$ cat config.mk
export PLATFORM = sky130hd
export DESIGN_NAME = gbss_addr
export DESIGN_NICKNAME = d
export VERILOG_FILES = /design/src/rtl/gbss_pkg.sv /design/src/rtl/gbss_addr.sv
export SDC_FILE = /design/constraint.sdc
export NUM_CORES = 1
export LEC_CHECK = 0
export BUFFER_PORTS_ARGS = -buffer_cell sky130_fd_sc_hd__buf_2
export CAP_MARGIN = 20
export CORE_ASPECT_RATIO = 0.5
export CORE_MARGIN = 8
export CORE_UTILIZATION = 30
export CTS_CLUSTER_DIAMETER = 50
export CTS_CLUSTER_SIZE = 12
export DETAILED_ROUTE_END_ITERATION = 16
export MAX_ROUTING_LAYER = met4
export PLACE_DENSITY = 0.55
export RECOVER_POWER = 25
export SKIP_CTS_REPAIR_TIMING = 1
export SLEW_MARGIN = 20
export SYNTH_ARGS = -nofsm -noshare
export SYNTH_HDL_FRONTEND = slang
export SYNTH_SLANG_ARGS = --single-unit
$ cat constraint.sdc
create_clock -name i_clk -period 14.1 [get_ports i_clk]
set_input_delay 2.115 -clock i_clk [delete_from_list [all_inputs] [get_ports i_clk]]
set_output_delay 2.115 -clock i_clk [all_outputs]
set_load 0.02 [all_outputs]
$ cat src/rtl/gbss_pkg.sv
// Shared types and constants for the grid bilinear sample and splat block.
// Holds field widths, opcode and state encodings and parameter defaults.
// No dependencies.
package gbss_pkg;

    // Field widths of the item ports
    localparam int OPC_W  = 2;
    localparam int IDX_W  = 14;
    localparam int POS_W  = 17;
    localparam int DATA_W = 32;

    // Configuration port
    localparam int CFG_W     = 8;
    localparam int CFG_IDX_W = 1;

    // Parameter defaults
    localparam int DEF_MAX_WIDTH  = 128;
    localparam int DEF_MAX_HEIGHT = 128;
    localparam int DEF_FRAC_BITS  = 8;

    // Register reset values
    localparam logic [CFG_W-1:0] RST_GRID_WIDTH  = 8'd128;
    localparam logic [CFG_W-1:0] RST_GRID_HEIGHT = 8'd128;

    // Register indexes
    typedef enum logic [CFG_IDX_W-1:0] {
        REG_GRID_WIDTH  = 1'b0,
        REG_GRID_HEIGHT = 1'b1
    } t_reg_idx;

    // Item opcodes
    typedef enum logic [OPC_W-1:0] {
        OP_LOAD   = 2'd0,
        OP_READ   = 2'd1,
        OP_SAMPLE = 2'd2,
        OP_SPLAT  = 2'd3
    } t_opcode;

    // Sequencer states
    typedef enum logic [4:0] {
        S_IDLE,
        S_LOAD,
        S_READ,
        S_READ_OUT,
        S_ADDR,
        S_SMP_R00,
        S_SMP_R10,
        S_SMP_R01,
        S_SMP_R11,
        S_SMP_BOT,
        S_SMP_MIX,
        S_SMP_OUT,
        S_SPL_C0,
        S_SPL_C1,
        S_SPL_R00,
        S_SPL_W00,
        S_SPL_R10,
        S_SPL_W10,
        S_SPL_R01,
        S_SPL_W01,
        S_SPL_R11,
        S_SPL_W11
    } t_state;

    // Saturating signed add of two words
    function automatic logic [DATA_W-1:0] sat_add(input logic [DATA_W-1:0] a,
                                                  input logic [DATA_W-1:0] b);
        logic [DATA_W:0] sum;
        sum = {a[DATA_W-1], a} + {b[DATA_W-1], b};
        if (sum[DATA_W] != sum[DATA_W-1]) begin
            sat_add = sum[DATA_W] ? {1'b1, {(DATA_W-1){1'b0}}}
                                  : {1'b0, {(DATA_W-1){1'b1}}};
        end else begin
            sat_add = sum[DATA_W-1:0];
        end
    endfunction

endpackage

$ cat src/rtl/gbss_addr.sv
// Position clamp and four-cell address generator.
// Depends on gbss_pkg for field and register widths.
module gbss_addr #(
    parameter int MAX_WIDTH  = 128,
    parameter int MAX_HEIGHT = 128,
    parameter int FRAC_BITS  = 8,
    parameter int AW         = 14
) (
    input  logic                               i_clk,
    input  logic                               i_en,
    input  logic [gbss_pkg::CFG_W-1:0]         i_grid_width,
    input  logic [gbss_pkg::CFG_W-1:0]         i_grid_height,
    input  logic signed [gbss_pkg::POS_W-1:0]  i_x_pos,
    input  logic signed [gbss_pkg::POS_W-1:0]  i_y_pos,
    output logic [3:0][AW-1:0]                 o_cells,
    output logic [FRAC_BITS-1:0]               o_fx,
    output logic [FRAC_BITS-1:0]               o_fy
);
    import gbss_pkg::*;

    localparam int WW   = $clog2(MAX_WIDTH + 1);
    localparam int HH   = $clog2(MAX_HEIGHT + 1);
    localparam int XW   = WW + FRAC_BITS;
    localparam int YW   = HH + FRAC_BITS;
    localparam int WCW  = (CFG_W > WW) ? CFG_W : WW;
    localparam int HCW  = (CFG_W > HH) ? CFG_W : HH;
    localparam int XCW  = ((POS_W > XW) ? POS_W : XW) + 1;
    localparam int YCW  = ((POS_W > YW) ? POS_W : YW) + 1;
    localparam int PRW  = WW + HH + 1;

    logic [WW-1:0]         w_w;
    logic [HH-1:0]         w_h;
    logic [XW-1:0]         w_xhi;
    logic [YW-1:0]         w_yhi;
    logic signed [XCW-1:0] w_xs;
    logic signed [XCW-1:0] w_xhs;
    logic signed [YCW-1:0] w_ys;
    logic signed [YCW-1:0] w_yhs;
    logic [XW-1:0]         w_xc;
    logic [YW-1:0]         w_yc;
    logic [PRW-1:0]        w_lin;
    logic [AW-1:0]         w_p00;
    logic [3:0][AW-1:0]    r_cells;
    logic [FRAC_BITS-1:0]  r_fx;
    logic [FRAC_BITS-1:0]  r_fy;

    // Limit the configured sizes to the store
    always_comb begin
        if (WCW'(i_grid_width) < WCW'(2)) begin
            w_w = WW'(2);
        end else if (WCW'(i_grid_width) > WCW'(MAX_WIDTH)) begin
            w_w = WW'(MAX_WIDTH);
        end else begin
            w_w = WW'(i_grid_width);
        end
        if (HCW'(i_grid_height) < HCW'(2)) begin
            w_h = HH'(2);
        end else if (HCW'(i_grid_height) > HCW'(MAX_HEIGHT)) begin
            w_h = HH'(MAX_HEIGHT);
        end else begin
            w_h = HH'(i_grid_height);
        end
    end

    // Clamp the position one LSB short of the last column and row
    always_comb begin
        w_xhi = {w_w - WW'(1), {FRAC_BITS{1'b0}}} - XW'(1);
        w_yhi = {w_h - HH'(1), {FRAC_BITS{1'b0}}} - YW'(1);
        w_xs  = XCW'(i_x_pos);
        w_ys  = YCW'(i_y_pos);
        w_xhs = XCW'({1'b0, w_xhi});
        w_yhs = YCW'({1'b0, w_yhi});
        if (w_xs < 0) begin
            w_xc = '0;
        end else if (w_xs > w_xhs) begin
            w_xc = w_xhi;
        end else begin
            w_xc = w_xs[XW-1:0];
        end
        if (w_ys < 0) begin
            w_yc = '0;
        end else if (w_ys > w_yhs) begin
            w_yc = w_yhi;
        end else begin
            w_yc = w_ys[YW-1:0];
        end
    end

    // Row-major index of the upper left cell
    always_comb begin
        w_lin = PRW'(w_yc[YW-1:FRAC_BITS]) * PRW'(w_w) + PRW'(w_xc[XW-1:FRAC_BITS]);
        w_p00 = w_lin[AW-1:0];
    end

    // Register the four cells and the fractions
    always_ff @(posedge i_clk) begin
        if (i_en) begin
            r_cells[0] <= w_p00;
            r_cells[1] <= w_p00 + AW'(1);
            r_cells[2] <= w_p00 + AW'(w_w);
            r_cells[3] <= w_p00 + AW'(w_w) + AW'(1);
            r_fx       <= w_xc[FRAC_BITS-1:0];
            r_fy       <= w_yc[FRAC_BITS-1:0];
        end
    end

    assign o_cells = r_cells;
    assign o_fx    = r_fx;
    assign o_fy    = r_fy;

endmodule

== Word level (Yosys, flattened, before mapping) ==
Cells that the tools add are included.

* Add/sub/neg operators: 8
* Multipliers: 1
* Order comparisons: 8
* Multiplexer cells: 8

{| class="wikitable"
|+ Operator list
! operator !! count
|-
| 16-bit two-way mux || 4
|-
| 17-bit > comparator || 2
|-
| 17-bit by 1-bit less-than comparator with 1-bit output (second input constant) || 2
|-
| 8-bit two-way mux || 4
|-
| 16-bit by 1-bit subtractor with 16-bit output (second input constant) || 2
|-
| 14-bit by 1-bit adder with 14-bit output (second input constant) || 2
|-
| 14-bit by 8-bit adder with 14-bit output || 2
|-
| 8-bit > comparator (second input constant) || 2
|-
| 8-bit by 2-bit less-than comparator with 1-bit output (second input constant) || 2
|-
| 8-bit by 1-bit subtractor with 8-bit output (second input constant) || 2
|-
| 8-bit by 8-bit multiplier with 14-bit output || 1
|}

* Bits in registers: 72
* Input bits: 52
* Output and inout port bits: 72
* Word-level logic and storage cells: 31

== Longest topological paths before layout ==
Gate-level depths: netlist (run 1).

* Word-level depth: 12
* Depth in mapped cells: 45
* Mapped depth without buffers: 44

== Least setup slack after synthesis (run 1) ==
Ideal clock, no wire load.

* Path type: in2reg
* From: input port i_grid_width[3] (netlist bit)
* To: register r_cells, in the netlist o_cells[55], data pin
* Library setup time: 0.264 ns
* Arrival: 10.832 ns
* Required time: 13.836 ns
* Path slack: 3.004 ns
* Stages: 42
* Buffers on the path: 2
* Path through: or3_1 > nor4_1 > nor2_1 > nor2_1 > inv_1 > ha_1 > o21ai_1 > inv_1 > o211ai_1 > o2111ai_1 > nand2_1 > xnor2_1 > ha_1 > and4_1 > a221o_1 > a21o_1 > a21o_1 > a21oi_1 > (+6 left out) > ha_1 > ha_1 > inv_1 > fa_1 > inv_1 > ha_1 > fa_1 > a21o_1 > a21oi_1 > xnor2_1 > ha_1 > o21ai_0 > nor2b_1 > a2111oi_2 > a21boi_1 > xor2_1 > a31oi_1 > xor2_1

* Word-level cells in the longest chain between the ends: 11
* Elaborated cells on any way between the ends: 13
* Those cells by class: add/sub (5); mul (1); order compare (3); mux (4)

{| class="wikitable"
|+ Ends and longest elaborated chain
! item !! line !! source
|-
| from (decl) || gbss_addr.sv:11 || <nowiki>input logic [gbss_pkg::CFG_W-1:0] i_grid_width,</nowiki>
|-
| 8-bit > comparator || gbss_addr.sv:51 || <nowiki>end else if (WCW'(i_grid_width) > WCW'(MAX_WIDTH)) begin</nowiki>
|-
| 8-bit two-way mux || gbss_addr.sv:51 ||
|-
| 8-bit two-way mux * || gbss_addr.sv:49 || <nowiki>if (WCW'(i_grid_width) < WCW'(2)) begin</nowiki>
|-
| 8-bit by 1-bit subtractor with 8-bit output || gbss_addr.sv:67 || <nowiki>w_xhi = {w_w - WW'(1), {FRAC_BITS{1'b0}}} - XW'(1);</nowiki>
|-
| 16-bit by 1-bit subtractor with 16-bit output || gbss_addr.sv:67 ||
|-
| 17-bit > comparator || gbss_addr.sv:75 || <nowiki>end else if (w_xs > w_xhs) begin</nowiki>
|-
| 16-bit two-way mux || gbss_addr.sv:75 ||
|-
| 16-bit two-way mux || gbss_addr.sv:73 || <nowiki>if (w_xs < 0) begin</nowiki>
|-
| 14-bit by 8-bit adder with 14-bit output * || gbss_addr.sv:91 || <nowiki>w_lin = PRW'(w_yc[YW-1:FRAC_BITS]) * PRW'(w_w) + PRW'(w_xc[XW-1:FRAC_BITS]);</nowiki>
|-
| net w_lin[7] || gbss_addr.sv:41 || <nowiki>logic [PRW-1:0] w_lin;</nowiki>
|-
| 14-bit by 8-bit adder with 14-bit output * || gbss_addr.sv:101 || <nowiki>r_cells[3] <= w_p00 + AW'(w_w) + AW'(1);</nowiki>
|-
| 14-bit by 1-bit adder with 14-bit output * || gbss_addr.sv:101 ||
|-
| to (decl) || gbss_addr.sv:43 || <nowiki>logic [3:0][AW-1:0] r_cells;</nowiki>
|}

Mark *: on every way through the listed nets, which the timed path passes. The rest lies on a longest branch.
A chain may end at the register's enable or synchronous reset.

== Worst setup path after layout (run 1) ==
* From: input port i_grid_height[3] (netlist bit)
* To: register r_cells, in the netlist o_cells[55], data pin

* Word-level cells in the longest chain between the ends: 12
* Elaborated cells on any way between the ends: 13
* Those cells by class: add/sub (5); mul (1); order compare (3); mux (4)

{| class="wikitable"
|+ Ends and longest elaborated chain
! item !! line !! source
|-
| from (decl) || gbss_addr.sv:12 || <nowiki>input logic [gbss_pkg::CFG_W-1:0] i_grid_height,</nowiki>
|-
| 8-bit > comparator || gbss_addr.sv:58 || <nowiki>end else if (HCW'(i_grid_height) > HCW'(MAX_HEIGHT)) begin</nowiki>
|-
| 8-bit two-way mux || gbss_addr.sv:58 ||
|-
| 8-bit two-way mux * || gbss_addr.sv:56 || <nowiki>if (HCW'(i_grid_height) < HCW'(2)) begin</nowiki>
|-
| 8-bit by 1-bit subtractor with 8-bit output * || gbss_addr.sv:68 || <nowiki>w_yhi = {w_h - HH'(1), {FRAC_BITS{1'b0}}} - YW'(1);</nowiki>
|-
| 16-bit by 1-bit subtractor with 16-bit output * || gbss_addr.sv:68 ||
|-
| 17-bit > comparator || gbss_addr.sv:82 || <nowiki>end else if (w_ys > w_yhs) begin</nowiki>
|-
| 16-bit two-way mux * || gbss_addr.sv:82 ||
|-
| 16-bit two-way mux * || gbss_addr.sv:80 || <nowiki>if (w_ys < 0) begin</nowiki>
|-
| 8-bit by 8-bit multiplier with 14-bit output * || gbss_addr.sv:91 ||
|-
| 14-bit by 8-bit adder with 14-bit output * || gbss_addr.sv:91 ||
|-
| net w_lin[7] || gbss_addr.sv:41 ||
|-
| 14-bit by 8-bit adder with 14-bit output * || gbss_addr.sv:101 ||
|-
| 14-bit by 1-bit adder with 14-bit output * || gbss_addr.sv:101 ||
|}

Marks and branches as above.

==> impl_results.md, run 1 <==
- Mapped Area: 0.00672 mm²
- Seq cells post-synth: 72
- Slew HR: 36.6%
- Asr flop ratio synth: 0%
- Post-synth top area share: 32.2%
- Post-synth cell types: 67
- Avg Vias per Cell: 4.68
- Chip width: 228 µm
- Die height: 122 µm
- CP dominant cell by count: ha_1
- Worst setup EP type: flop
- Post-synth top area cell: edfxtp_1
- WL final: 17,000 µm
- PwrDens: 141 mW/mm²
- Critical Path RT: 14.18 ns
- CTS tree: built
- Syn Area/Cell: 9.93 µm²
- # clock sinks: 72
- Site Rows: 38
- Leading cell type by number of instances after synthesis: inv_1
- Placed cell area: 0.00765 mm²
- Total track usage: 12.8%
- Vias in the first global route: 5,441
- Largest net degree at the start of global routing: 73
- Routability cong.: 0.908
- Initial DRC count: 282
- Slowest-stage cell, CP: o21ai_0
- Synth top cells by count: inv_1, edfxtp_1, nor2_1, ha_1, fa_1
- Initial core utilization: 30.8%
- Fmax: 0.0871 GHz
- Max Slew Vio Count: 0
- CP Data Arrival Time: 11.57 ns
- Fillers: 2,267
- Critical path class: input port to flop
- Cts bufs inserted: 9
- Top-Level Pins: 124
- Final Hold Viols: 0
- Area contributors post-synth: edfxtp_1, fa_1, ha_1
- Hold depth: 2
- Post-DRT Antenna Nets: 0
- WL/cell: 15.4 µm
- Worst hold path type: input port to flop
- Final Critical Period: 11.49 ns
- Die area: 0.0277 mm²
- Max-capacitance violation count: 0
- TritonRoute pass-1 iters: 4
- Total nets after synthesis: 836
- Period utilization: 81.5%
- Post-synthesis sequential area ratio: 32.2%
- Syn. warnings: 0
- Hold Path Origin: i_y_pos[3]
- Via count: 5,169
- Grt total ovfl: 0
- Setup TNS: 0 ns
- Clk pin slew, worst setup/hold paths: 0.06 ns
- Multi-input gate area in the final layout: 0.00411 mm²
- Number of synthesized flops with an enable pin: 72
- Port buffer count: 123
- Max incr delay on CP: 0.55 ns
- Root Driver: clkbuf_16
- Finished layout cell area: 0.00786 mm²
- First-pass GRT wire length: 28,200 µm
- FF+latch area: 0.00216 mm²
- Status: complete, no violations
- Maximum VDD drop: 0.0579 mV
- Top delay family on crit path: adder cells
- Worst Hold Path EP: o_fy[3]
- H-tree Lvls: 3
- Actual slew at the worst max-slew pin: 0.951 ns
- Crit-path max FO: 14
- Final Net Count: 956
- HPWL Detailed: 13,700 µm
- Core ar.: 0.0218 mm²
- Drt drc: 0
- Clock buffer depth: 2
- Mapped Cells: 677
- Pleak: 0.00346 µW
- RSZ-0062 raised after global routing: no
- Startpoint Class: input port
- Ratio of cells with drive above 1 in the final layout: 14.1%
- Initial antenna violation count: 1
- Setup-failing EPs final: 0
- Area Overhead vs Synth: 16.9%
- Top FF cell, synth: edfxtp_1
- Worst path bufs/invs: 6
cell type report:
cell class	instances	share of cell area [%]
multi-input cells	490	52.2
flip-flops and latches	72	27.5
repair buffers	127	7.35
well taps	300	4.77
inverters	97	4.63
clock buffers	10	2.91
clock inverters	6	0.541
diodes	2	0.0637
through the flow:
stage / total power [µW] / std cells / hold WS [ns] / util (%) / setup slack (ns)
CTS: 1130 / 1102 / 2.05 / 36.3 / 2.64
floorplan: 750 / 677 / 2.23 / - / 3.00
detailed placement: 912 / 1086 / 2.41 / 35.1 / 2.29
global placement: 906 / 1086 / 2.41 / 35.1 / 2.53
finish: 1110 / 1104 / 2.07 / 36.0 / 2.61
global route: 1200 / 1103 / 2.06 / 36.0 / 1.83
where the power goes:
part           switching, µW  total [µW]  internal [µW]
Combinational            354         543            189
Sequential              16.7         348            331
Clock                   95.4         215            120
Total                    466        1110            640
layout by cell type (no fill, tap or decap), types with 6 or more instances in the layout:
| cell type | netlist | routed |
|---|---|---|
| nor3b_1 | 7 | 7 |
| fa_1 | 44 | 44 |
| nand2_1 | 39 | 39 |
| xor2_1 | 16 | 16 |
| o21ai_1 | 7 | 7 |
| o21ai_0 | 16 | 16 |
| nand4_1 | 7 | 7 |
| a21o_1 | 17 | 17 |
| xnor2_1 | 40 | 40 |
| a211oi_1 | 6 | 6 |
| a21oi_1 | 22 | 22 |
| clkbuf_1 | 9 | 55 |
| ha_1 | 63 | 63 |
| nor2_1 | 64 | 64 |
| nor3_1 | 14 | 14 |
| nand3_1 | 15 | 15 |
| buf_2 | 7 | 69 |
| edfxtp_1 | 72 | 72 |
| nand2b_1 | 17 | 17 |
| inv_1 | 95 | 95 |
| nor2b_1 | 8 | 8 |
| clkbuf_16 | 0 | 9 |
| o211ai_1 | 8 | 8 |
state kept, by name, indices dropped and copies added (netlist names):
register  count
o_fx          8
o_fy          8
o_cells      56
how the worst max path moves through the flow:
stage	start	endpoint	slack, ns	cells after the start
after floorplan	i_grid_width[3]	o_cells[55]	3.00	42
after global placement	i_grid_height[3]	o_cells[55]	2.53	38
after detailed placement	i_grid_height[3]	o_cells[55]	2.29	38
after CTS	i_grid_height[3]	o_cells[55]	2.64	38
after global routing	i_grid_height[3]	o_cells[55]	1.83	38
final	i_grid_height[3]	o_cells[55]	2.61	39
layer usage:
| metal | up-vias | GRT usage (%) | part of all wire, % |
|---|---|---|---|
| li1 | 2569 | - | - |
| met1 | 2474 | 15.9 | 48 |
| met2 | 113 | 21.4 | 47 |
| met3 | 13 | 2.34 | 3.8 |
| met4 | 0 | 3.33 | 1.2 |
| met5 | - | - | 0 |
cell families after synthesis:
| group | share of synthesized area (%) |
|---|---|
| compound gates | 11.3 |
| xor+xnor | 8.19 |
| fa+ha+maj | 25.0 |
| buf+inv | 6.77 |
| flops | 32.2 |
| mux | 1.15 |
| simple gates | 15.4 |
No activity file was read; power rests on OpenSTA's default activity.
==> run 2: changes to the inputs <==
Settings changed: PLACE_DENSITY 0.55 to 0.57.
Clock period 14.1 ns to 10.3 ns, I/O delays scaled along.
==> run 2 against run 1 <==
Net effect:
- combinational power up 56%
- sequential power up 37%
- setup slack worse by 2.0 ns
- worst hold slack worse by 0.58 ns
- wire length up 3.1%
- count of clock-buffer cells in the layout is 1 lower
- the flow now finishes with violations (capacitance limit, slew limit)
- highest routed layer unchanged
- via count increased by 3.8%
- critical path depth increased by 3
==> impl_results.md, run 2 (synthesis results as in run 1) <==
- Setup-failing EPs final: 0 (unchanged)
- Max-capacitance violation count: 1 (+1)
- Ratio of cells with drive above 1 in the final layout: 22.3% (+8.2 points)
- Actual slew at the worst max-slew pin: 4.01 ns (+3.06 ns)
- Number of flip-flops in the largest register: 56 (unchanged)
- Final worst setup slack: 0.653 ns (-1.96 ns)
- Post-DRT Antenna Nets: 0 (unchanged)
- Vias in the first global route: 5,773 (+6.1%)
- Worst hold path type: input port to flop
- Final Critical Period: 9.65 ns
- Max incr delay on CP: 0.52 ns (-0.03 ns)
- Die area: 0.0277 mm² (unchanged)
- PwrDens: 199 mW/mm² (+42%)
- Critical Path RT: 10.39 ns (-3.79 ns)
- Initial core utilization: 30.8% (unchanged)
- Fmax: 0.104 GHz
- Maximum VDD drop: 0.0861 mV (+49%)
- Clock buffer depth: 2 (unchanged)
- Area Overhead vs Synth: 24.8%
- Total track usage: 13.3% (+0.52 points)
- Crit-path max FO: 9 (-5)
- Period utilization: 93.7%
- HPWL Detailed: 14,500 µm (+6.0%)
- Core ar.: 0.0218 mm² (unchanged)
- CTS tree: built
- Most frequent cells in the layout: inv_1, buf_2, edfxtp_1
- Initial antenna violation count: 2 (+1)
- TritonRoute pass-1 iters: 4 (unchanged)
- Avg Vias per Cell: 4.63 (-1.0%)
- Status: finished, violations left
- WL/cell: 15.2 µm (-1.7%)
- Fillers: 2,202 (-2.9%)
- H-tree Lvls: 3 (unchanged)
- Max Slew Vio Count: 73 (+73)
- Initial DRC count: 265 (-6.0%)
- Clk pin slew, worst setup/hold paths: 0.06 ns (about the same)
- # clock sinks: 72 (unchanged)
- Final Net Count: 1,010 (+5.6%)
- WL final: 17,500 µm (+3.1%)
- Startpoint Class: input port
- Commonest non-fill, non-tap cell in the layout: inv_1
- Slew HR: -167% (-200 points)
- Largest net degree at the start of global routing: 73 (unchanged)
- Site Rows: 38 (unchanged)
- Cts bufs inserted: 9 (unchanged)
- Routability cong.: 0.868 (-4.5%)
- Drt drc: 0 (unchanged)
- Pre-CTS setup slack: -0.0959 ns (-2.39 ns)
- First-pass GRT wire length: 29,400 µm (+4.1%)
- Critical path class: input port to flop
- Chip width: 228 µm (unchanged)
- Die height: 122 µm (unchanged)
- Worst setup EP type: flop
- Final Hold Viols: 0 (unchanged)
- Slowest-stage cell, CP: fa_1
- Grt total ovfl: 0 (unchanged)
- Via count: 5,367 (+3.8%)
- CP Data Arrival Time: 9.74 ns (-1.83 ns)
- Top-Level Pins: 124 (unchanged)
- Failing checks: capacitance limit, slew limit
- Root Driver: clkbuf_16
- Port buffer count: 123 (unchanged)
- Pleak: 0.00379 µW (+9.5%)
- Final Total Pwr: 1670 µW (+51%)
## run 2: cell types whose count changed in the layout (fill, tap and decap cells not counted), moves of 3 or more
cell      before  now
buf_4          4   57
nor2_1        64   61
clkbuf_1      55   44
buf_2         69   80
## run 2: worst max-delay path, delay by kind of cell
family	cells	cell delay [ns]
AND/OR/NAND/NOR	11	1.86
adder cells (fa/ha/maj)	8	2.88
XOR/XNOR	4	0.67
buffers and inverters	6	0.45
AO/OA/AOI/OAI	13	2.30
## run 2: per-stage QoR
step	instances	setup TNS (ns)	hold slack, ns	cell area (µm²)	util (%)
finish	1158	0	1.50	8390	38.5
global placement	1140	0	1.84	8070	37.0
CTS	1156	0	1.48	8390	38.5
global route	1158	-0.00744	1.49	8390	38.5
floorplan	677	0	1.66	6730	-
detailed placement	1140	-0.176	1.84	8070	37.0
## run 2: final cells by class
type | count | area, µm² | area share, %
multi-input cells | 490 | 4160 | 49.6
flip-flops and latches | 72 | 2160 | 25.8
repair buffers | 181 | 993 | 11.8
well taps | 300 | 375 | 4.47
inverters | 97 | 364 | 4.34
clock buffers | 9 | 225 | 2.68
clock inverters | 7 | 103 | 1.22
diodes | 2 | 5.00 | 0.0596
## run 2: final timing paths
path | startpoint | to | slack, ns | cells past startpoint
hold / removal | i_y_pos[3] | o_fy[3] | 1.50 | 2
setup / recovery | i_grid_width[3] | o_cells[55] | 0.65 | 42
## run 2: metal layers
metal / share of wire (%) / track usage (%)
met5: 0 / -
met4: 1.0 / 3.41
met3: 4.0 / 2.51
met2: 47 / 22.2
met1: 48 / 16.6
## run 2: report_power, final
part	total (µW)	switching, µW	internal (µW)
registers	476	22.4	454
logic	846	503	343
clock network	351	135	215
total	1670	661	1010
