<file path="config.mk">
export PLATFORM = sky130hd
export DESIGN_NAME = gbss_mac
export DESIGN_NICKNAME = d
export VERILOG_FILES = /design/src/rtl/gbss_pkg.sv /design/src/rtl/gbss_mac.sv
export SDC_FILE = /design/constraint.sdc
export NUM_CORES = 1
export LEC_CHECK = 0
export BUFFER_PORTS_ARGS = -buffer_cell sky130_fd_sc_hd__buf_2
export CORE_UTILIZATION = 57
export DETAILED_ROUTE_END_ITERATION = 10
export PLACE_DENSITY = 0.8
export SLEW_MARGIN = 10
export SYNTH_ARGS = -nofsm -noshare
export SYNTH_HDL_FRONTEND = slang
export SYNTH_SLANG_ARGS = --single-unit
</file>
<file path="constraint.sdc">
create_clock -name i_clk -period 7.5 [get_ports i_clk]
set_input_delay 0.375 -clock i_clk [delete_from_list [all_inputs] [get_ports i_clk]]
set_output_delay 0.375 -clock i_clk [all_outputs]
set_load 0.02 [all_outputs]
</file>
<file path="src/rtl/gbss_pkg.sv">
// Shared types and constants for the grid bilinear sample and splat block.
// Holds field widths, opcode and state encodings and parameter defaults.
// No dependencies.
package gbss_pkg;

    // Field widths of the item ports
    localparam int OPC_W  = 2;
    localparam int IDX_W  = 14;
    localparam int POS_W  = 17;
    localparam int DATA_W = 32;

    // Configuration port
    localparam int CFG_W     = 8;
    localparam int CFG_IDX_W = 1;

    // Parameter defaults
    localparam int DEF_MAX_WIDTH  = 128;
    localparam int DEF_MAX_HEIGHT = 128;
    localparam int DEF_FRAC_BITS  = 8;

    // Register reset values
    localparam logic [CFG_W-1:0] RST_GRID_WIDTH  = 8'd128;
    localparam logic [CFG_W-1:0] RST_GRID_HEIGHT = 8'd128;

    // Register indexes
    typedef enum logic [CFG_IDX_W-1:0] {
        REG_GRID_WIDTH  = 1'b0,
        REG_GRID_HEIGHT = 1'b1
    } t_reg_idx;

    // Item opcodes
    typedef enum logic [OPC_W-1:0] {
        OP_LOAD   = 2'd0,
        OP_READ   = 2'd1,
        OP_SAMPLE = 2'd2,
        OP_SPLAT  = 2'd3
    } t_opcode;

    // Sequencer states
    typedef enum logic [4:0] {
        S_IDLE,
        S_LOAD,
        S_READ,
        S_READ_OUT,
        S_ADDR,
        S_SMP_R00,
        S_SMP_R10,
        S_SMP_R01,
        S_SMP_R11,
        S_SMP_BOT,
        S_SMP_MIX,
        S_SMP_OUT,
        S_SPL_C0,
        S_SPL_C1,
        S_SPL_R00,
        S_SPL_W00,
        S_SPL_R10,
        S_SPL_W10,
        S_SPL_R01,
        S_SPL_W01,
        S_SPL_R11,
        S_SPL_W11
    } t_state;

    // Saturating signed add of two words
    function automatic logic [DATA_W-1:0] sat_add(input logic [DATA_W-1:0] a,
                                                  input logic [DATA_W-1:0] b);
        logic [DATA_W:0] sum;
        sum = {a[DATA_W-1], a} + {b[DATA_W-1], b};
        if (sum[DATA_W] != sum[DATA_W-1]) begin
            sat_add = sum[DATA_W] ? {1'b1, {(DATA_W-1){1'b0}}}
                                  : {1'b0, {(DATA_W-1){1'b1}}};
        end else begin
            sat_add = sum[DATA_W-1:0];
        end
    endfunction

endpackage

</file>
<file path="src/rtl/gbss_mac.sv">
// Shared weighted multiply unit: out = base + floor(diff * weight / 2^FRAC_BITS).
// Depends on gbss_pkg for the word width.
module gbss_mac #(
    parameter int FRAC_BITS = 8
) (
    input  logic                                i_clk,
    input  logic                                i_en,
    input  logic signed [gbss_pkg::DATA_W-1:0]  i_base,
    input  logic signed [gbss_pkg::DATA_W:0]    i_diff,
    input  logic [FRAC_BITS:0]                  i_wgt,
    output logic signed [gbss_pkg::DATA_W-1:0]  o_result
);
    import gbss_pkg::*;

    localparam int PW = DATA_W + 1 + FRAC_BITS + 2;

    logic signed [PW-1:0]     w_prod;
    logic signed [PW-1:0]     w_sum;
    logic signed [DATA_W-1:0] r_result;

    // Multiply, floor by arithmetic shift, add the base
    always_comb begin
        w_prod = i_diff * $signed({1'b0, i_wgt});
        w_sum  = (w_prod >>> FRAC_BITS) + PW'(i_base);
    end

    // Hold the result until the next enabled step
    always_ff @(posedge i_clk) begin
        if (i_en) begin
            r_result <= w_sum[DATA_W-1:0];
        end
    end

    assign o_result = r_result;

endmodule

</file>
**Word-level counts from Yosys, hierarchy flattened**

Index checks and enable logic that the tools add are counted.
W data, S select, Z words.

- Add/sub/neg operators: 1
- $mul: 1

Operator list:

| kind | number |
|---|---|
| $mul A33 B10 Y40 | 1 |
| $add A32 B32 Y32 | 1 |

- Bits in registers: 32
- Output and inout port bits: 32
- Bits of input ports: 76

**Depth between registers and ports, before layout**

Gate-level depths: netlist of the first run.

- Depth in word-level cells: 2
- Depth in mapped cells: 34
- Mapped depth without buffers: 33

**Least setup slack after synthesis of the first run**

No wires, ideal clock.

- Path kind: in2reg
- From: input port i_wgt[1]
- To: register r_result[31] (netlist: o_result[31]) (data pin)
- Data required time: 7236 ps
- Library setup time: 264 ps
- Path slack: -90 ps
- Arrival: 7325 ps
- Cell stages on the path: 32
- Cell sequence: clkbuf_1 -> nand2_1 -> fa_1 -> inv_1 -> fa_1 -> fa_1 -> fa_1 -> inv_1 -> fa_1 -> inv_1 -> ha_1 -> a21oi_1 -> o21ai_0 -> a21oi_1 -> a21oi_1 -> o21a_1 -> o211ai_1 -> a41oi_1 -> a21o_1 -> a21oi_1 -> xnor2_1 -> ha_1 -> nand4_1 -> nor2_1 -> o2111ai_2 -> a2111oi_1 -> o31ai_2 -> o22ai_1 -> o41ai_4 -> mux2i_1 -> a2111oi_4 -> xnor2_1

- Word-level cells in the longest chain between the ends: 2

Ends and longest elaborated chain:

| item | RTL line | text |
|---|---|---|
| start: declaration | gbss_mac.sv:10 | `input logic [FRAC_BITS:0] i_wgt,` |
| $mul A33 B10 Y40 | gbss_mac.sv:23 | `w_prod = i_diff * $signed({1'b0, i_wgt});` |
| $add A32 B32 Y32 | gbss_mac.sv:24 | `w_sum = (w_prod >>> FRAC_BITS) + PW'(i_base);` |
| named net w_sum[31] | gbss_mac.sv:18 | `logic signed [PW-1:0] w_sum;` |
| end signal: assignment | gbss_mac.sv:30 | `r_result <= w_sum[DATA_W-1:0];` |
| end: declaration | gbss_mac.sv:19 | `logic signed [DATA_W-1:0] r_result;` |

The timed path passes the listed nets, and every way through them passes these cells.
A chain may end at the register's enable or synchronous reset.

**Worst setup path after layout of the first run**

- From: input port i_diff[8] (netlist bit)
- To: register r_result[31] (netlist: o_result[31]) (data pin)

- Word-level cells in the longest chain between the ends: 2

Ends and longest elaborated chain:

| item | RTL line | text |
|---|---|---|
| start: declaration | gbss_mac.sv:9 | `input logic signed [gbss_pkg::DATA_W:0] i_diff,` |
| $mul A33 B10 Y40 | gbss_mac.sv:23 |  |
| $add A32 B32 Y32 | gbss_mac.sv:24 |  |
| named net w_sum[31] | gbss_mac.sv:18 |  |

The timed path passes the listed nets, and every way through them passes these cells.

==> impl_metrics.tcl, run 1 <==
set metrics [dict create \
    placeableCoreArea_mm2 0.0198 \
    floorplan.die.height_um 145 \
    clock-root-buffer "sky130_fd_sc_hd__clkbuf_16" \
    detailroute.wirelength.met3_mm 2.02 \
    timing.final.ws_setup_ps -26.2 \
    ys_seq_elements 32 \
    clock_pin_slew_reported_for_the_worst_setup_and_hold_paths_after_clock_tree_synthesis_ps 50 \
    hold_crit_path_type "primary input to register" \
    finalHoldViolCount 0 \
    num_vias 9637 \
    clk_path_buf_depth 2 \
    routed.top_layer "met5" \
    ys_seq_area_frac 0.0824 \
    place_congestion 0.892 \
    failing_checks "setup timing" \
    critPathCaptureType "register" \
    wire_per_inst_um 16.4 \
    grt_first_pass_wirelength_mm 48.3 \
    clock_sinks 32 \
    mappedNetlistArea_mm2 0.0117 \
    max_cap_viol_count 0 \
    met2RoutedLength_mm 14.5 \
    synth.net_count 1704 \
    timing.final.crit_period_ps 7530 \
    antenna_cells_inserted 0 \
    die_area_mm2 0.0210 \
    drt.antenna.violating_nets 0 \
    synth-edff-count 32 \
    synth.largest_area_cell "sky130_fd_sc_hd__fa_1" \
    critPathCapture "o_result[31]" \
    placedInstanceArea_mm2 0.0135 \
    instances_no_fill 1780 \
    starting_drc_count_in_detailed_routing 415 \
    timing.final.setup_violations 1 \
    grt.overflow.total 0 \
    detail_route.vias_per_cell 5.41 \
    port_buffers 107 \
    number_of_global_route_vias_before_repair 10300 \
    post-route-drc-count 0 \
    worst-slew-pin-transition_ps 727 \
    antenna_found_initial 1 \
    dominantRegCellSynth "sky130_fd_sc_hd__edfxtp_1" \
    htree_levels 2 \
    routed_wl_mm 29.2 \
    critical_path_peak_fanout 4 \
    crit_slowest_cell "sky130_fd_sc_hd__fa_1" \
    syn_avg_cell_area_um2 9.13 \
    floorplan.io_pins 108 \
    grt_max_degree 33 \
    startpoint_kind_of_the_worst_setup_timing_path "primary input" \
    cp_data_arrival_time_ps 7540 \
    grt.total_usage 0.284 \
    first_element_of_the_critical_path "i_diff[8]" \
    ys_warn_count 0 \
    outcome "complete, but fails checks" \
    relative_slew_slack 0.512 \
    grt_setup_unrepaired "yes" \
    tritoncts.num_buffers 5 \
    place.detailed.instances 1763 \
    worstPathRequired_ps 7510 \
    synth_largest_type_area_fraction 0.393 \
    final_net_count 1941 \
    dp.final_hpwl_mm 24.7 \
    rows 51 \
    most_common_cell_after_layout_fill_and_taps_aside "sky130_fd_sc_hd__inv_1" \
    drt-met1-wl_mm 11.9 \
    ys_top_cells_by_area "sky130_fd_sc_hd__fa_1 (39%), sky130_fd_sc_hd__ha_1 (13%), sky130_fd_sc_hd__edfxtp_1 (8.2%), sky130_fd_sc_hd__inv_1 (8.1%), sky130_fd_sc_hd__and2_1 (7.8%)" \
    timing_max_transition_violations_final 0 \
    dieWidth_um 145 \
    syn-instance-count 1278 \
    stage_delay_of_the_slowest_cell_on_the_critical_path_ps 540 \
    mostFrequentLayoutCells "sky130_fd_sc_hd__inv_1 (250), sky130_fd_sc_hd__fa_1 (229), sky130_fd_sc_hd__nand2_1 (167)" \
    ys_types 54 \
    first_pass_iters 5 \
    design_area_mm2 0.0140 \
    fmax_ghz 0.133 \
    area_growth_pct 20.3 \
    start_util 0.590 \
    final_layout_size_suffix_gt1_frac 0.211 \
    cp_common_cell "sky130_fd_sc_hd__fa_1" \
    cts_hold_buf 0 \
    clock_tree_from_tritoncts "yes" \
    totalNegativeSetupSlack_ps -26.2 \
    largest_register_ff_count 32 \
    share_of_synthesized_flip_flops_with_an_asynchronous_set_or_reset 0 \
    critical_path_class "primary input to register" \
    timing.final.crit_share 1.00 \
]
==> area by class of cell <==
type / instances / area (um2)
sequential: 32 / 961
fill: 1427 / 5740
timing repair buffer: 266 / 1840
tap: 265 / 332
clock inverter: 2 / 7.51
inverter: 251 / 942
clock buffer: 5 / 125
multi-input combinational: 959 / 9830
==> critical path, delay by kind of cell <==
| family | cells | cell delay [ps] |
|---|---|---|
| AO/OA/AOI/OAI | 15 | 2500 |
| buffers and inverters | 7 | 780 |
| AND/OR/NAND/NOR | 1 | 60 |
| multiplexers | 1 | 310 |
| XOR/XNOR | 2 | 380 |
| adder cells (fa/ha/maj) | 7 | 3100 |
==> synth_stat cells, types with 2 or more instances <==
cell                       instances
sky130_fd_sc_hd__a31o_2            2
sky130_fd_sc_hd__nor3_1            6
sky130_fd_sc_hd__fa_1            229
sky130_fd_sc_hd__a41oi_1           3
sky130_fd_sc_hd__a211oi_1          5
sky130_fd_sc_hd__or2_2             3
sky130_fd_sc_hd__o211ai_1          5
sky130_fd_sc_hd__and2_1          145
sky130_fd_sc_hd__nand3_1          15
sky130_fd_sc_hd__edfxtp_1         32
sky130_fd_sc_hd__xnor2_1          46
sky130_fd_sc_hd__nand2_1         177
sky130_fd_sc_hd__o21ai_0          18
sky130_fd_sc_hd__o21ai_1           2
sky130_fd_sc_hd__clkbuf_1         35
sky130_fd_sc_hd__a221o_1           2
sky130_fd_sc_hd__nand4_1           9
sky130_fd_sc_hd__a31oi_1           5
sky130_fd_sc_hd__nor2_1           32
sky130_fd_sc_hd__o21a_1            5
sky130_fd_sc_hd__a21o_1           21
sky130_fd_sc_hd__nor2b_1           3
sky130_fd_sc_hd__o21bai_1          6
sky130_fd_sc_hd__a21oi_1          41
sky130_fd_sc_hd__nand2b_1          5
sky130_fd_sc_hd__xor2_1           23
sky130_fd_sc_hd__ha_1            121
sky130_fd_sc_hd__and3_1            6
sky130_fd_sc_hd__inv_1           251
==> how the worst min path moves through the flow <==
stage / start / to / slack [ps] / depth (start not counted)
floorplan: i_en / o_result[0] / 490 / 0
global placement: i_base[0] / o_result[0] / 690 / 2
detailed placement: i_base[0] / o_result[0] / 690 / 2
CTS: i_base[0] / o_result[0] / 400 / 2
global route: i_base[0] / o_result[0] / 430 / 2
finish: i_base[0] / o_result[0] / 410 / 2
==> metal layers <==
layer  track usage  vias up
met5             0        -
met4        0.0842        2
met3        0.0267       79
met2         0.504      389
met1         0.367     4744
li1              -     4423
==> stage by stage <==
step	setup slack [ps]	util	hold slack [ps]
CTS	4.00	0.696	405
floorplan	0.854	-	487
finish	-26.2	0.710	405
global placement	-306	0.684	686
global route	-330	0.710	427
detailed placement	-472	0.684	689
==> what timing repair did <==
item / 4_1_cts / 5_1_grt
cloned: 0 / 0
gates resized for setup: 19 / 55
setup endpoints to repair: 2 / 8
pin swaps: 19 / 27
buffers inserted: 4 / 6
==> cell families (layout without fill, tap and decap cells) <==
kind of cell | count (synthesis) | in the layout | synth area share
compound gates | 133 | 133 | 0.0790
xor+xnor | 69 | 69 | 0.0518
fa+ha+maj | 350 | 350 | 0.523
buf+inv | 287 | 524 | 0.0923
flops | 32 | 32 | 0.0824
mux | 1 | 1 | 0.000858
simple gates | 406 | 406 | 0.171
Power of run 1 is not shown: default switching activity piles up to over one toggle a cycle in this logic, so the estimate is an artifact.
==> inputs of run 2 (changes only) <==
--- a/config.mk
+++ b/config.mk
@@ -6,9 +6,9 @@
 export NUM_CORES = 1
 export LEC_CHECK = 0
 export BUFFER_PORTS_ARGS = -buffer_cell sky130_fd_sc_hd__buf_2
-export CORE_UTILIZATION = 57
+export CORE_UTILIZATION = 40
 export DETAILED_ROUTE_END_ITERATION = 10
-export PLACE_DENSITY = 0.8
+export SETUP_SLACK_MARGIN = 0.3
 export SLEW_MARGIN = 10
 export SYNTH_ARGS = -nofsm -noshare
 export SYNTH_HDL_FRONTEND = slang
==> constraint.sdc (replaced) <==
create_clock -name i_clk -period 7.5 [get_ports i_clk]
set_input_delay 0.75 -clock i_clk [delete_from_list [all_inputs] [get_ports i_clk]]
set_output_delay 0.75 -clock i_clk [all_outputs]
set_load 0.02 [all_outputs]
==> impl_metrics.tcl, run 2 (synthesis gave the netlist of run 1 again) <==
set metrics [dict create \
    placeableCoreArea_mm2 0.0287 \
    num_vias 9538 \
    clock_pin_slew_reported_for_the_worst_setup_and_hold_paths_after_clock_tree_synthesis_ps 50 \
    antenna_cells_inserted 0 \
    most_common_cell_after_layout_fill_and_taps_aside "sky130_fd_sc_hd__inv_1" \
    final_net_count 2026 \
    failing_checks "DRC, setup timing" \
    clock_sinks 32 \
    first_pass_iters 8 \
    starting_drc_count_in_detailed_routing 334 \
    place.detailed.instances 1943 \
    stage_delay_of_the_slowest_cell_on_the_critical_path_ps 520 \
    largest_register_ff_count 32 \
    drt.antenna.violating_nets 0 \
    critical_path_class "primary input to register" \
    timing.hold.worst.start "i_base[0]" \
    timing.final.ws_setup_ps -103 \
    fmax_ghz 0.132 \
    clock_tree_from_tritoncts "yes" \
    grt_max_degree 33 \
    start_util 0.407 \
    cp_data_arrival_time_ps 7630 \
    relative_slew_slack 0.473 \
    area_growth_pct 35.0 \
    post-route-drc-count 1 \
    place_congestion 0.896 \
    max_cap_viol_count 0 \
    startpoint_kind_of_the_worst_setup_timing_path "primary input" \
    timing.final.crit_share 1.01 \
    finalHoldViolCount 0 \
    clk_path_buf_depth 2 \
    grt_setup_unrepaired "yes" \
    floorplan.io_pins 108 \
    cp_common_cell "sky130_fd_sc_hd__fa_1" \
    grt.total_usage 0.206 \
    worst_path_dominant_cell_family "adder cells" \
    antenna_found_initial 0 \
    floorplan.die.height_um 173 \
    fill_cells 2573 \
    routed_wl_mm 30.4 \
    critPathCaptureType "register" \
    worstPathRequired_ps 7530 \
    timing.final.crit_period_ps 7600 \
    htree_levels 2 \
    mostFrequentLayoutCells "sky130_fd_sc_hd__inv_1 (242), sky130_fd_sc_hd__fa_1 (220), sky130_fd_sc_hd__buf_4 (220)" \
    grt.overflow.total 0 \
    hold_crit_path_type "primary input to register" \
    final_layout_size_suffix_gt1_frac 0.314 \
    grt_first_pass_wirelength_mm 49.6 \
    dieWidth_um 173 \
    worst-slew-pin-transition_ps 784 \
    timing_max_transition_violations_final 0 \
    wire_per_inst_um 15.3 \
    tritoncts.num_buffers 5 \
    number_of_global_route_vias_before_repair 10200 \
    clock-root-buffer "sky130_fd_sc_hd__clkbuf_16" \
    dp.final_hpwl_mm 25.5 \
    rows 62 \
    hold-path-endpoint "o_result[0]" \
    instances_no_fill 1985 \
    cp.buffers_inverters 6 \
    detail_route.vias_per_cell 4.81 \
    crit_slowest_cell "sky130_fd_sc_hd__fa_1" \
    cell_count_of_the_worst_hold_path 2 \
    critical_path_peak_fanout 6 \
    timing.final.setup_violations 2 \
    die_area_mm2 0.0299 \
    outcome "complete, but fails checks" \
    port_buffers 107 \
]
-- run 2: cell types whose count changed in the layout (fill, tap and decap cells not counted), moves of 7 or more --
cell	previous run	this run
sky130_fd_sc_hd__ha_4	4	26
sky130_fd_sc_hd__inv_1	250	242
sky130_fd_sc_hd__ha_1	117	93
sky130_fd_sc_hd__fa_2	0	9
sky130_fd_sc_hd__inv_2	1	9
sky130_fd_sc_hd__buf_6	7	26
sky130_fd_sc_hd__nor2_1	30	23
sky130_fd_sc_hd__a21oi_1	34	24
sky130_fd_sc_hd__buf_4	154	220
sky130_fd_sc_hd__fa_1	229	220
sky130_fd_sc_hd__a21oi_2	7	15
-- run 2: worst max-delay path by stage --
stage | startpoint | to | cells after the start
2_1_floorplan | i_wgt[3] | o_result[31] | 31
6_report | i_wgt[1] | o_result[30] | 34
5_1_grt | i_diff[4] | o_result[30] | 35
4_1_cts | i_wgt[6] | o_result[31] | 32
3_3_place_gp | i_wgt[6] | o_result[30] | 34
3_5_place_dp | i_wgt[6] | o_result[30] | 34
-- run 2: per-stage QoR --
| stage | setup WS [ps] | hold slack, ps | instance area, um2 | utilization | TNS [ps] |
|---|---|---|---|---|---|
| after global routing | -389 | 794 | 15800 | 0.549 | -1050 |
| after CTS | -44.9 | 772 | 15200 | 0.531 | -56.6 |
| final | -103 | 774 | 15800 | 0.549 | -146 |
| after floorplan | -35.2 | 862 | 11900 | - | -35.2 |
| after detailed placement | -693 | 1050 | 14300 | 0.497 | -2910 |
| after global placement | -620 | 1060 | 14300 | 0.497 | -2170 |
-- run 2: repair_timing --
action | 4_1_cts | 5_1_grt
buffers inserted | 22 | 10
pin swaps | 58 | 45
hold buffers | 0 | 0
cloned | 2 | 0
endpoints found under the setup margin | 10 | 16
resized for setup | 132 | 82
-- run 2: metal layers --
layer	global-route usage	up-vias	routed length, um
met4	0.0509	0	541
li1	-	4600	-
met5	0	-	0
met2	0.357	215	14700
met3	0.0165	35	1240
met1	0.280	4688	14000
-- run 2: layout make-up --
cell class	instances	area, um2	area share
multi-input cells	959	10600	0.671
repair buffers	351	2660	0.169
flip-flops and latches	32	961	0.0610
inverters	251	942	0.0598
well taps	384	480	0.0305
clock buffers	5	125	0.00794
clock inverters	3	13.8	0.000874
Power of run 2 is left out for the same reason.
==> inputs of run 3 (changes only) <==
--- a/config.mk
+++ b/config.mk
@@ -13,3 +13,4 @@
 export SYNTH_ARGS = -nofsm -noshare
 export SYNTH_HDL_FRONTEND = slang
 export SYNTH_SLANG_ARGS = --single-unit
+export TNS_END_PERCENT = 1
==> impl_metrics.tcl, run 3 (synthesis gave the netlist of run 1 again) <==
set metrics [dict create \
    outcome "complete, but fails checks" \
    failing_checks "setup timing" \
    final_net_count 2023 \
    most_common_cell_after_layout_fill_and_taps_aside "sky130_fd_sc_hd__inv_1" \
    crit_slowest_cell "sky130_fd_sc_hd__fa_1" \
    dp.final_hpwl_mm 26.5 \
    number_of_global_route_vias_before_repair 10100 \
    grt_first_pass_wirelength_mm 50.0 \
    worstPathRequired_ps 7550 \
    clock_tree_from_tritoncts "yes" \
    first_pass_iters 5 \
    hold_crit_path_type "primary input to register" \
    post-route-drc-count 0 \
    max_cap_viol_count 0 \
    timing.hold.worst.start "i_base[0]" \
    starting_drc_count_in_detailed_routing 388 \
    critical_path_class "primary input to register" \
    clock-root-buffer "sky130_fd_sc_hd__clkbuf_16" \
    grt_setup_unrepaired "yes" \
    fmax_ghz 0.131 \
    finalHoldViolCount 0 \
    grt.overflow.total 0 \
    grt.total_usage 0.208 \
    floorplan.die.height_um 173 \
    timing_max_transition_violations_final 0 \
    dieWidth_um 173 \
    clk_path_buf_depth 2 \
    rows 62 \
    timing.final.ws_setup_ps -155 \
    clock_sinks 32 \
    timing.critical_path.depth 34 \
    instances_no_fill 1982 \
    clock_pin_slew_reported_for_the_worst_setup_and_hold_paths_after_clock_tree_synthesis_ps 70 \
    timing.final.crit_period_ps 7660 \
    timing.final.crit_share 1.02 \
    floorplan.io_pins 108 \
    grt_max_degree 33 \
    largest_register_ff_count 32 \
    start_util 0.407 \
    detail_route.vias_per_cell 4.82 \
    timing.final.setup_violations 2 \
    relative_slew_slack 0.484 \
    area_growth_pct 27.7 \
    drt.antenna.violating_nets 0 \
    wire_per_inst_um 15.2 \
    cp_common_cell "sky130_fd_sc_hd__fa_1" \
    cp_data_arrival_time_ps 7710 \
    startpoint_kind_of_the_worst_setup_timing_path "primary input" \
    stage_delay_of_the_slowest_cell_on_the_critical_path_ps 500 \
    place.detailed.instances 1970 \
    routed_wl_mm 30.0 \
    antenna_found_initial 0 \
    num_vias 9556 \
    placeableCoreArea_mm2 0.0287 \
    port_buffers 107 \
    htree_levels 2 \
    critical_path_peak_fanout 7 \
    critPathCaptureType "register" \
    die_area_mm2 0.0299 \
    worst-slew-pin-transition_ps 775 \
    tritoncts.num_buffers 5 \
    worst_path_dominant_cell_family "adder cells" \
    antenna_cells_inserted 0 \
    final_layout_size_suffix_gt1_frac 0.260 \
    first_element_of_the_critical_path "i_wgt[4]" \
    cts_hold_buf 0 \
    mostFrequentLayoutCells "sky130_fd_sc_hd__inv_1 (249), sky130_fd_sc_hd__buf_4 (239), sky130_fd_sc_hd__fa_1 (225)" \
    cp.buffers_inverters 6 \
    place_congestion 0.890 \
    critPathCapture "o_result[31]" \
]
[run 3: cell types whose count changed in the layout (fill, tap and decap cells not counted), sizes merged]
cell    previous run  this run
buf              349       348
bufbuf             2         0
bufinv             0         1
clkbuf             5         6
clkinv             3         1
[run 3: what timing repair did]
action	CTS	global route
pin swaps	38	10
setup buffers	4	0
setup endpoints to repair	11	14
gates resized for setup	53	17
[run 3: how the worst min path moves through the flow]
| stage | endpoint | slack [ps] | cells after the start |
|---|---|---|---|
| floorplan | o_result[0] | 860 | 0 |
| global placement | o_result[0] | 1070 | 2 |
| detailed placement | o_result[0] | 1090 | 2 |
| CTS | o_result[0] | 790 | 2 |
| global route | o_result[0] | 800 | 2 |
| finish | o_result[0] | 790 | 2 |
[run 3: final cells by class]
class / count / area (um2)
clock buffers: 6 / 129
multi-input cells: 959 / 9890
inverters: 251 / 942
well taps: 384 / 480
flip-flops and latches: 32 / 961
clock inverters: 2 / 35.0
fillers: 2709 / 13800
repair buffers: 348 / 2460
[run 3: metal layers]
| layer | part of all wire | track usage |
|---|---|---|
| met2 | 0.48 | 0.353 |
| met3 | 0.034 | 0.0231 |
| met4 | 0.017 | 0.0413 |
| met1 | 0.47 | 0.289 |
| met5 | 0 | 0 |
[run 3: stage by stage]
stage / util / TNS (ps) / hold slack, ps / area [um2] / worst slack, ps
floorplan: - / -72.2 / 862 / 11900 / -42.6
global placement: 0.503 / -3310 / 1070 / 14400 / -744
detailed placement: 0.503 / -3850 / 1090 / 14400 / -801
CTS: 0.517 / -257 / 794 / 14800 / -161
global route: 0.519 / -1400 / 802 / 14900 / -491
finish: 0.519 / -191 / 794 / 14900 / -155
Power of run 3 is left out for the same reason.
